## src/rtl/tsw_pkg.sv

```systemverilog
// shared types and constants of the tcp sender window engine
package tsw_pkg;

    localparam int unsigned QUEUE_DEPTH_DEF = 32;
    localparam int unsigned MAX_RES         = 32;
    localparam int unsigned RES_W           = 6;
    localparam int unsigned FL_W            = 20;
    localparam int unsigned META_W          = 13;

    localparam logic [10:0] PAYLOAD_CAP     = 11'd1452;
    localparam logic [16:0] INFLIGHT_MAX    = 17'd131071;
    localparam logic [31:0] ISN_RST         = 32'd0;
    localparam logic [15:0] TIMEOUT_RST     = 16'd1000;
    localparam logic [10:0] MAXPAY_RST      = 11'd1000;
    localparam logic [15:0] CAPACITY_RST    = 16'd64000;

    // input function codes
    localparam logic [2:0] FUNC_WRITE = 3'd0;
    localparam logic [2:0] FUNC_END   = 3'd1;
    localparam logic [2:0] FUNC_ACK   = 3'd2;
    localparam logic [2:0] FUNC_TICK  = 3'd3;
    localparam logic [2:0] FUNC_FILL  = 3'd4;
    localparam logic [2:0] FUNC_EMPTY = 3'd5;

    // configuration register indexes
    localparam logic [1:0] REG_ISN      = 2'd0;
    localparam logic [1:0] REG_TIMEOUT  = 2'd1;
    localparam logic [1:0] REG_MAXPAY   = 2'd2;
    localparam logic [1:0] REG_CAPACITY = 2'd3;

    typedef enum logic [2:0] {
        OP_WRITE,
        OP_END,
        OP_ACK,
        OP_TICK,
        OP_FILL,
        OP_EMPTY,
        OP_NOP
    } op_t;

    typedef struct packed {
        op_t         op;
        logic [15:0] byte_count;
        logic [31:0] ack_number;
        logic [15:0] peer_window;
        logic [15:0] elapsed_ms;
    } cmd_t;

    typedef struct packed {
        logic [31:0] isn;
        logic [15:0] initial_timeout;
        logic [10:0] max_payload;
        logic [15:0] stream_capacity;
    } cfg_t;

    function automatic logic [11:0] meta_seqlen(input logic [META_W-1:0] m);
        meta_seqlen = {1'b0, m[10:0]} + {11'd0, m[11]} + {11'd0, m[12]};
    endfunction

endpackage

```

## src/rtl/tsw_ram.sv

```systemverilog
// generic single write, single registered read ram
module tsw_ram #(
    parameter int unsigned WIDTH = 8,
    parameter int unsigned DEPTH = 32
) (
    input  logic                     clk,
    input  logic                     we,
    input  logic [$clog2(DEPTH)-1:0] waddr,
    input  logic [WIDTH-1:0]         wdata,
    input  logic [$clog2(DEPTH)-1:0] raddr,
    output logic [WIDTH-1:0]         rdata
);

    logic [WIDTH-1:0] mem [DEPTH];

    always_ff @(posedge clk)
    begin
        if (we)
        begin
            mem[waddr] <= wdata;
        end
        rdata <= mem[raddr];
    end

endmodule

```

## src/rtl/tsw_front.sv

```systemverilog
// input stage: accepts items, decodes the function and queues commands
module tsw_front (
    input  logic               clk,
    input  logic               rst_n,
    input  logic               in_valid,
    output logic               in_ready,
    input  logic [2:0]         func,
    input  logic [15:0]        byte_count,
    input  logic [31:0]        ack_number,
    input  logic [15:0]        peer_window,
    input  logic [15:0]        elapsed_ms,
    output logic               cmd_valid,
    input  logic               cmd_pop,
    output tsw_pkg::cmd_t      cmd
);

    tsw_pkg::cmd_t fifo_reg [2];
    logic          wr_ptr_reg;
    logic          rd_ptr_reg;
    logic [1:0]    cnt_reg;
    tsw_pkg::op_t  op;
    logic          push;
    logic          pop;

    always_comb
    begin
        unique case (func)
            tsw_pkg::FUNC_WRITE: op = tsw_pkg::OP_WRITE;
            tsw_pkg::FUNC_END:   op = tsw_pkg::OP_END;
            tsw_pkg::FUNC_ACK:   op = tsw_pkg::OP_ACK;
            tsw_pkg::FUNC_TICK:  op = tsw_pkg::OP_TICK;
            tsw_pkg::FUNC_FILL:  op = tsw_pkg::OP_FILL;
            tsw_pkg::FUNC_EMPTY: op = tsw_pkg::OP_EMPTY;
            default:             op = tsw_pkg::OP_NOP;
        endcase
    end

    assign in_ready  = (cnt_reg != 2'd2);
    assign cmd_valid = (cnt_reg != 2'd0);
    assign cmd       = fifo_reg[rd_ptr_reg];
    assign push      = in_valid && in_ready;
    assign pop       = cmd_pop && cmd_valid;

    always_ff @(posedge clk)
    begin
        if (push)
        begin
            fifo_reg[wr_ptr_reg] <= '{op, byte_count, ack_number, peer_window, elapsed_ms};
        end
    end

    always_ff @(posedge clk or negedge rst_n)
    begin
        if (!rst_n)
        begin
            wr_ptr_reg <= 1'b0;
            rd_ptr_reg <= 1'b0;
            cnt_reg    <= 2'd0;
        end
        else
        begin
            if (push)
            begin
                wr_ptr_reg <= ~wr_ptr_reg;
            end
            if (pop)
            begin
                rd_ptr_reg <= ~rd_ptr_reg;
            end
            cnt_reg <= cnt_reg + {1'b0, push} - {1'b0, pop};
        end
    end

    a_cnt_range: assert property (@(posedge clk) disable iff (!rst_n)
        cnt_reg <= 2'd2) else $error("command queue overfilled");
    a_pop_nonempty: assert property (@(posedge clk) disable iff (!rst_n)
        (cnt_reg == 2'd0 && !push) |=> cnt_reg == 2'd0) else $error("queue count grew");
    a_full_stall: assert property (@(posedge clk) disable iff (!rst_n)
        cnt_reg == 2'd2 |-> !in_ready) else $error("accepting while full");

endmodule

```

## src/rtl/tsw_back.sv

```systemverilog
// execution engine: stream, ack, timer, fill and result sequencing
module tsw_back #(
    parameter int unsigned QUEUE_DEPTH = tsw_pkg::QUEUE_DEPTH_DEF
) (
    input  logic          clk,
    input  logic          rst_n,
    input  tsw_pkg::cfg_t cfg,
    input  logic          cmd_valid,
    output logic          cmd_pop,
    input  tsw_pkg::cmd_t cmd,
    output logic          out_valid,
    input  logic          out_ready,
    output logic          seg_valid,
    output logic [31:0]   seqno,
    output logic [10:0]   payload_len,
    output logic          syn_flag,
    output logic          fin_flag,
    output logic          is_retransmit,
    output logic          last,
    output logic [7:0]    retx_count,
    output logic [16:0]   in_flight,
    output logic [15:0]   accepted_bytes
);

    localparam int unsigned PTR_W = $clog2(QUEUE_DEPTH);
    localparam int unsigned CNT_W = $clog2(QUEUE_DEPTH + 1);
    localparam int unsigned RES_W_L = tsw_pkg::RES_W;
    localparam logic [PTR_W-1:0] PTR_LAST = PTR_W'(QUEUE_DEPTH - 1);
    localparam logic [CNT_W-1:0] CNT_FULL = CNT_W'(QUEUE_DEPTH);
    localparam logic [tsw_pkg::FL_W-1:0] FL_MAX =
        {{(tsw_pkg::FL_W-17){1'b0}}, tsw_pkg::INFLIGHT_MAX};

    typedef enum logic [3:0] {
        S_IDLE, S_EXEC, S_ACK_CMP, S_ACK_POP, S_FILL_INIT, S_FILL_STEP,
        S_OUT_RD, S_OUT_LOAD, S_OUT_WAIT
    } state_t;

    typedef enum logic [1:0] { M_NONE, M_EMPTY, M_RETX, M_FILL } mode_t;

    state_t        state_reg;
    mode_t         mode_reg;
    tsw_pkg::cmd_t cmd_reg;

    logic [63:0] next_abs_reg;
    logic [63:0] acked_abs_reg;
    logic [63:0] head_start_reg;
    logic [63:0] ack_abs_reg;
    logic [15:0] window_reg;
    logic        syn_sent_reg;
    logic        fin_sent_reg;
    logic [15:0] buffered_reg;
    logic        ended_reg;
    logic [31:0] elapsed_reg;
    logic [31:0] timeout_reg;
    logic [7:0]  retry_reg;
    logic [PTR_W-1:0] head_reg;
    logic [PTR_W-1:0] tail_reg;
    logic [CNT_W-1:0] count_reg;
    logic [15:0] accepted_reg;
    logic [15:0] room_reg;
    logic [RES_W_L-1:0] nseg_reg;
    logic [RES_W_L-1:0] oidx_reg;
    logic [PTR_W-1:0]   cur_reg;
    logic [63:0] fill_seq_reg;

    logic                       ram_we;
    logic [PTR_W-1:0]           ram_raddr;
    logic [tsw_pkg::META_W-1:0] ram_rdata;
    logic [tsw_pkg::META_W-1:0] push_meta;

    logic [PTR_W-1:0] head_next;
    logic [PTR_W-1:0] tail_next;
    logic [PTR_W-1:0] cur_next;

    // stream write
    logic [15:0] free_sp;
    logic [15:0] accept_amt;
    // ack unwrap
    logic [31:0] off;
    logic [31:0] lo_part;
    logic [31:0] up_part;
    logic [63:0] unwrapped;
    // timer
    logic [32:0] el_sum;
    logic [31:0] el_sat;
    // fill
    logic [15:0] eff_win;
    logic [tsw_pkg::FL_W-1:0] fl_raw;
    logic [tsw_pkg::FL_W-1:0] fl_now;
    logic [10:0] maxp;
    logic        syn_bit;
    logic [15:0] room_syn;
    logic [15:0] take;
    logic        fin_bit;
    logic [16:0] syn_take;
    logic [11:0] seglen;
    logic        fill_go;
    logic [11:0] head_len;

    always_comb
    begin
        head_next = (head_reg == PTR_LAST) ? '0 : head_reg + 1'b1;
        tail_next = (tail_reg == PTR_LAST) ? '0 : tail_reg + 1'b1;
        cur_next  = (cur_reg == PTR_LAST) ? '0 : cur_reg + 1'b1;

        free_sp    = (ended_reg || buffered_reg >= cfg.stream_capacity) ? 16'd0
                     : cfg.stream_capacity - buffered_reg;
        accept_amt = (cmd_reg.byte_count < free_sp) ? cmd_reg.byte_count : free_sp;

        off     = cmd_reg.ack_number - cfg.isn;
        lo_part = acked_abs_reg[31:0];
        up_part = acked_abs_reg[63:32];
        if (off > lo_part && (off - lo_part) > 32'h8000_0000 && up_part != 32'd0)
            unwrapped = {up_part - 32'd1, off};
        else if (off < lo_part && (lo_part - off) > 32'h8000_0000)
            unwrapped = {up_part + 32'd1, off};
        else
            unwrapped = {up_part, off};

        el_sum = {1'b0, elapsed_reg} + {17'd0, cmd_reg.elapsed_ms};
        el_sat = el_sum[32] ? 32'hFFFF_FFFF : el_sum[31:0];

        // in-flight span is bounded by the queue depth times the largest segment
        eff_win = (window_reg != 16'd0) ? window_reg : 16'd1;
        fl_raw  = next_abs_reg[tsw_pkg::FL_W-1:0] - head_start_reg[tsw_pkg::FL_W-1:0];
        fl_now  = (count_reg == '0) ? '0 : fl_raw;

        maxp     = (cfg.max_payload > tsw_pkg::PAYLOAD_CAP) ? tsw_pkg::PAYLOAD_CAP
                   : cfg.max_payload;
        syn_bit  = !syn_sent_reg;
        room_syn = room_reg - {15'd0, syn_bit};
        take     = {5'd0, maxp};
        if (take > room_syn)
            take = room_syn;
        if (take > buffered_reg)
            take = buffered_reg;
        syn_take = {16'd0, syn_bit} + {1'b0, take};
        fin_bit  = ended_reg && (take == buffered_reg) && ({1'b0, room_reg} > syn_take);
        seglen   = {11'd0, syn_bit} + take[11:0] + {11'd0, fin_bit};
        fill_go  = (room_reg != 16'd0) && (count_reg < CNT_FULL)
                   && (nseg_reg != RES_W_L'(tsw_pkg::MAX_RES)) && !fin_sent_reg
                   && (seglen != 12'd0);
        push_meta = {fin_bit, syn_bit, take[10:0]};

        head_len = tsw_pkg::meta_seqlen(ram_rdata);

        ram_we = (state_reg == S_FILL_STEP) && fill_go;
        case (state_reg)
            S_ACK_POP: ram_raddr = head_next;
            S_OUT_RD:  ram_raddr = cur_reg;
            default:   ram_raddr = head_reg;
        endcase
    end

    tsw_ram #(
        .WIDTH (tsw_pkg::META_W),
        .DEPTH (QUEUE_DEPTH)
    ) u_meta_ram (
        .clk   (clk),
        .we    (ram_we),
        .waddr (tail_reg),
        .wdata (push_meta),
        .raddr (ram_raddr),
        .rdata (ram_rdata)
    );

    assign cmd_pop = (state_reg == S_IDLE) && cmd_valid;

    always_ff @(posedge clk or negedge rst_n)
    begin
        if (!rst_n)
        begin
            state_reg      <= S_IDLE;
            mode_reg       <= M_NONE;
            cmd_reg        <= '0;
            next_abs_reg   <= '0;
            acked_abs_reg  <= '0;
            head_start_reg <= '0;
            ack_abs_reg    <= '0;
            window_reg     <= 16'd1;
            syn_sent_reg   <= 1'b0;
            fin_sent_reg   <= 1'b0;
            buffered_reg   <= '0;
            ended_reg      <= 1'b0;
            elapsed_reg    <= '0;
            timeout_reg    <= {16'd0, tsw_pkg::TIMEOUT_RST};
            retry_reg      <= '0;
            head_reg       <= '0;
            tail_reg       <= '0;
            count_reg      <= '0;
            accepted_reg   <= '0;
            room_reg       <= '0;
            nseg_reg       <= '0;
            oidx_reg       <= '0;
            cur_reg        <= '0;
            fill_seq_reg   <= '0;
            out_valid      <= 1'b0;
            seg_valid      <= 1'b0;
            seqno          <= '0;
            payload_len    <= '0;
            syn_flag       <= 1'b0;
            fin_flag       <= 1'b0;
            is_retransmit  <= 1'b0;
            last           <= 1'b0;
            retx_count     <= '0;
            in_flight      <= '0;
            accepted_bytes <= '0;
        end
        else
        begin
            unique case (state_reg)
                S_IDLE:
                begin
                    if (cmd_valid)
                    begin
                        cmd_reg      <= cmd;
                        accepted_reg <= '0;
                        mode_reg     <= M_NONE;
                        state_reg    <= S_EXEC;
                    end
                end
                S_EXEC:
                begin
                    unique case (cmd_reg.op)
                        tsw_pkg::OP_WRITE:
                        begin
                            accepted_reg <= accept_amt;
                            buffered_reg <= buffered_reg + accept_amt;
                            state_reg    <= S_OUT_LOAD;
                        end
                        tsw_pkg::OP_END:
                        begin
                            ended_reg <= 1'b1;
                            state_reg <= S_OUT_LOAD;
                        end
                        tsw_pkg::OP_ACK:
                        begin
                            ack_abs_reg <= unwrapped;
                            state_reg   <= S_ACK_CMP;
                        end
                        tsw_pkg::OP_TICK:
                        begin
                            if (count_reg == '0)
                                state_reg <= S_OUT_LOAD;
                            else if (el_sat < timeout_reg)
                            begin
                                elapsed_reg <= el_sat;
                                state_reg   <= S_OUT_LOAD;
                            end
                            else
                            begin
                                // timeout: resend the oldest segment
                                mode_reg    <= M_RETX;
                                elapsed_reg <= '0;
                                cur_reg     <= head_reg;
                                if (window_reg != 16'd0)
                                begin
                                    if (retry_reg != 8'hFF)
                                        retry_reg <= retry_reg + 8'd1;
                                    timeout_reg <= timeout_reg[31] ? 32'hFFFF_FFFF
                                                   : {timeout_reg[30:0], 1'b0};
                                end
                                state_reg <= S_OUT_RD;
                            end
                        end
                        tsw_pkg::OP_FILL:
                            state_reg <= S_FILL_INIT;
                        tsw_pkg::OP_EMPTY:
                        begin
                            mode_reg  <= M_EMPTY;
                            state_reg <= S_OUT_LOAD;
                        end
                        default:
                            state_reg <= S_OUT_LOAD;
                    endcase
                end
                S_ACK_CMP:
                begin
                    if (ack_abs_reg < acked_abs_reg || ack_abs_reg > next_abs_reg)
                        state_reg <= S_OUT_LOAD;
                    else
                    begin
                        acked_abs_reg <= ack_abs_reg;
                        window_reg    <= cmd_reg.peer_window;
                        // ram is reading the head entry this cycle
                        state_reg     <= (count_reg == '0) ? S_FILL_INIT : S_ACK_POP;
                    end
                end
                S_ACK_POP:
                begin
                    if (head_start_reg + {52'd0, head_len} > ack_abs_reg)
                        state_reg <= S_FILL_INIT;
                    else
                    begin
                        head_reg       <= head_next;
                        count_reg      <= count_reg - 1'b1;
                        head_start_reg <= head_start_reg + {52'd0, head_len};
                        timeout_reg    <= {16'd0, cfg.initial_timeout};
                        retry_reg      <= '0;
                        elapsed_reg    <= '0;
                        if (count_reg == CNT_W'(1))
                            state_reg <= S_FILL_INIT;
                    end
                end
                S_FILL_INIT:
                begin
                    nseg_reg     <= '0;
                    cur_reg      <= tail_reg;
                    fill_seq_reg <= next_abs_reg;
                    if (fl_now >= {{(tsw_pkg::FL_W-16){1'b0}}, eff_win})
                        state_reg <= S_OUT_LOAD;
                    else
                    begin
                        room_reg  <= eff_win - fl_now[15:0];
                        state_reg <= S_FILL_STEP;
                    end
                end
                S_FILL_STEP:
                begin
                    if (fill_go)
                    begin
                        if (count_reg == '0)
                        begin
                            timeout_reg    <= {16'd0, cfg.initial_timeout};
                            elapsed_reg    <= '0;
                            head_start_reg <= next_abs_reg;
                        end
                        tail_reg     <= tail_next;
                        count_reg    <= count_reg + 1'b1;
                        room_reg     <= room_reg - {4'd0, seglen};
                        next_abs_reg <= next_abs_reg + {52'd0, seglen};
                        buffered_reg <= buffered_reg - take;
                        if (syn_bit)
                            syn_sent_reg <= 1'b1;
                        if (fin_bit)
                            fin_sent_reg <= 1'b1;
                        nseg_reg <= nseg_reg + 1'b1;
                    end
                    else
                    begin
                        oidx_reg <= '0;
                        if (nseg_reg == '0)
                            state_reg <= S_OUT_LOAD;
                        else
                        begin
                            mode_reg  <= M_FILL;
                            state_reg <= S_OUT_RD;
                        end
                    end
                end
                S_OUT_RD:
                    state_reg <= S_OUT_LOAD;
                S_OUT_LOAD:
                begin
                    out_valid      <= 1'b1;
                    retx_count     <= retry_reg;
                    in_flight      <= (fl_now > FL_MAX) ? tsw_pkg::INFLIGHT_MAX
                                      : fl_now[16:0];
                    accepted_bytes <= accepted_reg;
                    is_retransmit  <= (mode_reg == M_RETX);
                    unique case (mode_reg)
                        M_NONE:
                        begin
                            seg_valid   <= 1'b0;
                            seqno       <= '0;
                            payload_len <= '0;
                            syn_flag    <= 1'b0;
                            fin_flag    <= 1'b0;
                            last        <= 1'b1;
                        end
                        M_EMPTY:
                        begin
                            seg_valid   <= 1'b1;
                            seqno       <= next_abs_reg[31:0] + cfg.isn;
                            payload_len <= '0;
                            syn_flag    <= 1'b0;
                            fin_flag    <= 1'b0;
                            last        <= 1'b1;
                        end
                        M_RETX:
                        begin
                            seg_valid   <= 1'b1;
                            seqno       <= head_start_reg[31:0] + cfg.isn;
                            payload_len <= ram_rdata[10:0];
                            syn_flag    <= ram_rdata[11];
                            fin_flag    <= ram_rdata[12];
                            last        <= 1'b1;
                        end
                        default:
                        begin
                            seg_valid    <= 1'b1;
                            seqno        <= fill_seq_reg[31:0] + cfg.isn;
                            payload_len  <= ram_rdata[10:0];
                            syn_flag     <= ram_rdata[11];
                            fin_flag     <= ram_rdata[12];
                            last         <= (oidx_reg + 1'b1 == nseg_reg);
                            fill_seq_reg <= fill_seq_reg + {52'd0, head_len};
                        end
                    endcase
                    state_reg <= S_OUT_WAIT;
                end
                default:
                begin
                    if (out_ready)
                    begin
                        out_valid <= 1'b0;
                        if (last)
                            state_reg <= S_IDLE;
                        else
                        begin
                            oidx_reg  <= oidx_reg + 1'b1;
                            cur_reg   <= cur_next;
                            state_reg <= S_OUT_RD;
                        end
                    end
                end
            endcase
        end
    end

    a_count_range: assert property (@(posedge clk) disable iff (!rst_n)
        count_reg <= CNT_FULL) else $error("outstanding queue overfilled");
    a_out_state: assert property (@(posedge clk) disable iff (!rst_n)
        out_valid |-> state_reg == S_OUT_WAIT) else $error("result shown outside wait");
    a_res_limit: assert property (@(posedge clk) disable iff (!rst_n)
        nseg_reg <= RES_W_L'(tsw_pkg::MAX_RES)) else $error("too many segments in one fill");
    a_ack_order: assert property (@(posedge clk) disable iff (!rst_n)
        acked_abs_reg <= next_abs_reg) else $error("ack beyond next sequence");
    a_pop_only_idle: assert property (@(posedge clk) disable iff (!rst_n)
        cmd_pop |-> !out_valid) else $error("command taken while result pending");

endmodule

```

## src/rtl/tcp_sender_window_retransmit.sv

```systemverilog
// top level of the tcp sender window and retransmit engine
// TCP sender control engine. Each input item (write, end of stream, ack, ms tick, fill,
// empty segment) yields one or more result items; a segment result carries the wrapped
// seqno, payload length, SYN/FIN and a retransmit mark, while the payload bytes stay in
// an outside buffer indexed by sequence number. An item with no segment gives one
// result with seg_valid low. The status fields (retx_count, in_flight, accepted_bytes)
// hold the values after the whole item in every result of that item. A front stage
// decodes items into a two-entry command queue; the back engine runs one command at a
// time: an accepted ack pops each fully acked queue entry and then runs a fill, a fill
// adds one segment at a time, and each fill or retransmit result is read through the
// single read port of the outstanding-segment memory. Up to 32 segments per item.
module tcp_sender_window_retransmit #(
    parameter int unsigned QUEUE_DEPTH = tsw_pkg::QUEUE_DEPTH_DEF
) (
    input  logic        clk,
    input  logic        rst_n,
    // configuration write port
    input  logic        cfg_we,
    input  logic [1:0]  cfg_index,
    input  logic [31:0] cfg_wdata,
    // input items
    input  logic        in_valid,
    output logic        in_ready,
    input  logic [2:0]  func,
    input  logic [15:0] byte_count,
    input  logic [31:0] ack_number,
    input  logic [15:0] peer_window,
    input  logic [15:0] elapsed_ms,
    // result items
    output logic        out_valid,
    input  logic        out_ready,
    output logic        seg_valid,
    output logic [31:0] seqno,
    output logic [10:0] payload_len,
    output logic        syn_flag,
    output logic        fin_flag,
    output logic        is_retransmit,
    output logic        last,
    output logic [7:0]  retx_count,
    output logic [16:0] in_flight,
    output logic [15:0] accepted_bytes
);

    tsw_pkg::cfg_t cfg_reg;
    tsw_pkg::cmd_t cmd;
    logic          cmd_valid;
    logic          cmd_pop;

    // configuration registers; the user must write them only while the engine is idle (not enforced here)
    always_ff @(posedge clk or negedge rst_n)
    begin
        if (!rst_n)
        begin
            cfg_reg.isn             <= tsw_pkg::ISN_RST;
            cfg_reg.initial_timeout <= tsw_pkg::TIMEOUT_RST;
            cfg_reg.max_payload     <= tsw_pkg::MAXPAY_RST;
            cfg_reg.stream_capacity <= tsw_pkg::CAPACITY_RST;
        end
        else if (cfg_we)
        begin
            unique case (cfg_index)
                tsw_pkg::REG_ISN:      cfg_reg.isn             <= cfg_wdata;
                tsw_pkg::REG_TIMEOUT:  cfg_reg.initial_timeout <= cfg_wdata[15:0];
                tsw_pkg::REG_MAXPAY:   cfg_reg.max_payload     <= cfg_wdata[10:0];
                default:               cfg_reg.stream_capacity <= cfg_wdata[15:0];
            endcase
        end
    end

    // decode and command queue
    tsw_front u_front (
        .clk         (clk),
        .rst_n       (rst_n),
        .in_valid    (in_valid),
        .in_ready    (in_ready),
        .func        (func),
        .byte_count  (byte_count),
        .ack_number  (ack_number),
        .peer_window (peer_window),
        .elapsed_ms  (elapsed_ms),
        .cmd_valid   (cmd_valid),
        .cmd_pop     (cmd_pop),
        .cmd         (cmd)
    );

    // sender state, outstanding queue and result sequencing
    tsw_back #(
        .QUEUE_DEPTH (QUEUE_DEPTH)
    ) u_back (
        .clk            (clk),
        .rst_n          (rst_n),
        .cfg            (cfg_reg),
        .cmd_valid      (cmd_valid),
        .cmd_pop        (cmd_pop),
        .cmd            (cmd),
        .out_valid      (out_valid),
        .out_ready      (out_ready),
        .seg_valid      (seg_valid),
        .seqno          (seqno),
        .payload_len    (payload_len),
        .syn_flag       (syn_flag),
        .fin_flag       (fin_flag),
        .is_retransmit  (is_retransmit),
        .last           (last),
        .retx_count     (retx_count),
        .in_flight      (in_flight),
        .accepted_bytes (accepted_bytes)
    );

endmodule
```

## config.mk

```make
export PLATFORM = sky130hd
export DESIGN_NAME = tcp_sender_window_retransmit
export DESIGN_NICKNAME = d
export VERILOG_FILES = /design/src/rtl/tsw_pkg.sv /design/src/rtl/tsw_ram.sv /design/src/rtl/tsw_front.sv /design/src/rtl/tsw_back.sv /design/src/rtl/tcp_sender_window_retransmit.sv
export SDC_FILE = /design/constraint.sdc
export NUM_CORES = 2
export LEC_CHECK = 0
export ABC_AREA = 1
export BUFFER_PORTS_ARGS = -buffer_cell sky130_fd_sc_hd__clkbuf_2
export CAP_MARGIN = 5
export CORE_MARGIN = 4
export CORE_UTILIZATION = 60
export CTS_CLUSTER_DIAMETER = 120
export DETAILED_ROUTE_END_ITERATION = 10
export PLACE_DENSITY_LB_ADDON = 0.05
export RECOVER_POWER = 25
export SLEW_MARGIN = 20
export SYNTH_ARGS = -nofsm -noshare
export SYNTH_HDL_FRONTEND = slang
export SYNTH_SLANG_ARGS = --single-unit
```

## constraint.sdc

```tcl
create_clock -name clk -period 12.76 [get_ports clk]
set_input_delay 1.914 -clock clk [delete_from_list [all_inputs] [get_ports clk]]
set_output_delay 1.914 -clock clk [all_outputs]
set_load 0.02 [all_outputs]
```

==> impl_metrics.toml <==
[routing]
drt-initial-drc-count = 7910
ant_nets = 0
wirelength_mm = 260.1
drt_pass1_iterations = 8
avgViaCountPerCell = 6.058
drc = 0
wl_per_cell_um = 21.84
vias = 72150

[timing]
clock_skew_ns = 0.06154
rsz0062_at_grt = "false"
slew_headroom_pct = -284.5
min_period_ns = 11.55
worst_slew_pin_slew_ns = 5.767
finalHoldViolCount = 0
fmax_ghz = 0.08658
fin_tns_setup_ns = 0
setup_slack_ns = 1.210
setup_viol = 0
drv_slew = 733
post-route-period-util_pct = 90.51

[critical_path]
reg2reg_depth = 66
startpoint = "u_back.room_reg[0]"
cp.required_ns = 13.44
crit_path_max_fanout = 17
slowest_stage = "fa_1"
critPathCaptureType = "flop"
cp_top_family = "simple AND/OR/NAND/NOR gates"
max_stage_delay_ns = 0.49
r2r-start = "u_back.room_reg[0]"
r2r_end = "u_back.next_abs_reg[38]"
path_depth = 66
cp_common_cell = "nand2_1"
worstSetupPathType = "reg -> reg"
crit_arrival_ns = 12.23
regToRegSetupSlack_ns = 1.21
cp_num_buf_inv = 9
critPathLaunchType = "flop"
crit_end = "u_back.next_abs_reg[38]"

[yosys]
synth_top_flop_cell = "dfrtp_1"
yosys.area.top_type = "edfxtp_1"
synth_edf_count = 582
yosys_warnings = 0
synth_top_cell_area_share_pct = 21.37
synthTopCellsByCount = "nand2_1, inv_1, o21ai_0"
synth.avg_cell_area_um2 = 8.228
yosys-top-cells-area = "edfxtp_1, dfrtp_1, nand2_1, ha_1, o21ai_0"
yosys.cell_count.top_type = "nand2_1"
seq_area_frac_synth_pct = 43.69
yosysUniqueCellTypes = 71
synthCells = 9941
synth_area_mm2 = 0.08179
synth-seq-cells = 1313
async_reset_ff_share_pct = 54.68

[clocking]
clock_latency_ns = 0.79
root_buffer = "clkbuf_16"
htree_levels = 4
post_cts_buffers = 0
cts_tree = "yes"
cts_buffers = 142
cts_sinks = 1313
cts_max_path_buffers = 3
clk_pin_slew_ns = 0.06

[die]
die_area_mm2 = 0.1423
initial_core_util_pct = 60.38
core_area_mm2 = 0.1355
row_count = 135
ios = 213
die_x_um = 377.2
die_height_um = 377.2

[cells_and_area]
layout.nets = 10740
fillers = 11360
fin_cells = 11910
layout-drive-gt1-share_pct = 5.758
largest_reg_flops = 416
syn_to_final_growth_pct = 8.888

[placed_design]
numPortBuffers = 212
dp.cells = 11650
place_worst_setup_slack_ns = 1.075
hpwlAfterDp_mm = 193.6
gp_congestion = 1.003

[grt]
antenna_found_initial = 10
overflow = 0
grt_max_degree = 169
grt_pass1_vias = 68310
grt_usage_pct = 35.96
grt_pass1_wl_mm = 398.2

[run_status]
status = "finished, violations left"
violations = "max-capacitance violations, max-slew violations"

[worst_hold_path]
min_path_type = "reg -> reg"

[flow_run]
maxCapViolCount = 12
routing by layer:
layer | share of wire (%) | GRT usage (%)
met1 | 43 | 51.15
met2 | 44 | 54.95
met3 | 9.8 | 7.603
met4 | 3.6 | 12.26
met5 | 0.013 | 0
layout by cell type, fill, tap and decap left out, drive strengths merged, types with 15 or more instances in the layout:
master	count
a211oi	27
a21o	39
a21oi	523
a31oi	51
and2	18
buf	88
clkbuf	403
clkinv	71
dfrtp	693
dfstp	25
edfxtp	582
fa	15
ha	596
inv	1161
mux2i	93
nand2	2264
nand3	396
nand4	231
nor2	785
nor3	176
nor4	60
o211ai	65
o21a	26
o21ai	1042
o21bai	22
o221ai	135
o22ai	31
o32ai	15
or2	31
xnor2	49
xor2	293
per-stage QoR:
step,instance area (µm²),util [%],hold WS [ns]
finish,89060,65.74,0.4554
global route,89050,65.74,0.4670
CTS,89210,65.86,0.4577
detailed placement,84360,62.27,0.4449
global placement,84360,62.27,0.4369
floorplan,81810,-,0.4245
worst min path at each step:
stage | from | endpoint | cells past startpoint
2_1_floorplan | u_back.fin_sent_reg | u_back.fin_sent_reg | 1
3_3_place_gp | u_back.fin_sent_reg | u_back.fin_sent_reg | 1
3_5_place_dp | u_back.fin_sent_reg | u_back.fin_sent_reg | 1
4_1_cts | u_back.fin_sent_reg | u_back.fin_sent_reg | 1
5_1_grt | u_back.fin_sent_reg | u_back.fin_sent_reg | 1
6_report | u_back.fin_sent_reg | u_back.fin_sent_reg | 1
kinds of logic after synthesis:
logic type                 count (synthesis)  share of synthesized area (%)
muxes                                     94                          1.152
adders and majority gates                611                          9.484
DFF                                     1313                          43.69
and+or+nand+nor                         3980                          20.47
buffers and inverters                   1563                          7.453
xor gates and xnor gates                 342                          3.662
AOI/OAI and AO/OA                       2037                          14.08
other                                      1                       0.004585
area by class of cell:
cell class                      count  area [µm²]  share of cell area (%)
Timing Repair Buffer              308        1702                   1.911
Tap cell                         1781        2228                   2.502
Sequential cell                  1313       35740                   40.13
Clock inverter                     78       933.4                   1.048
Multi-Input combinational cell   7069       40110                   45.04
Clock buffer                      183        3920                   4.401
Inverter                         1174        4414                   4.956
Antenna cell                        5       12.51                 0.01405
repair_timing:
| action | CTS | global route |
|---|---|---|
| endpoints found under the setup margin | 0 | 7 |
| hold endpoints to repair | 0 | 0 |
| resized for setup | 0 | 4 |
| hold buffers | 0 | 0 |
Power is left out: the tool's default activity adds up to more than one toggle a clock period on the data nets, which glitch-free logic cannot reach.
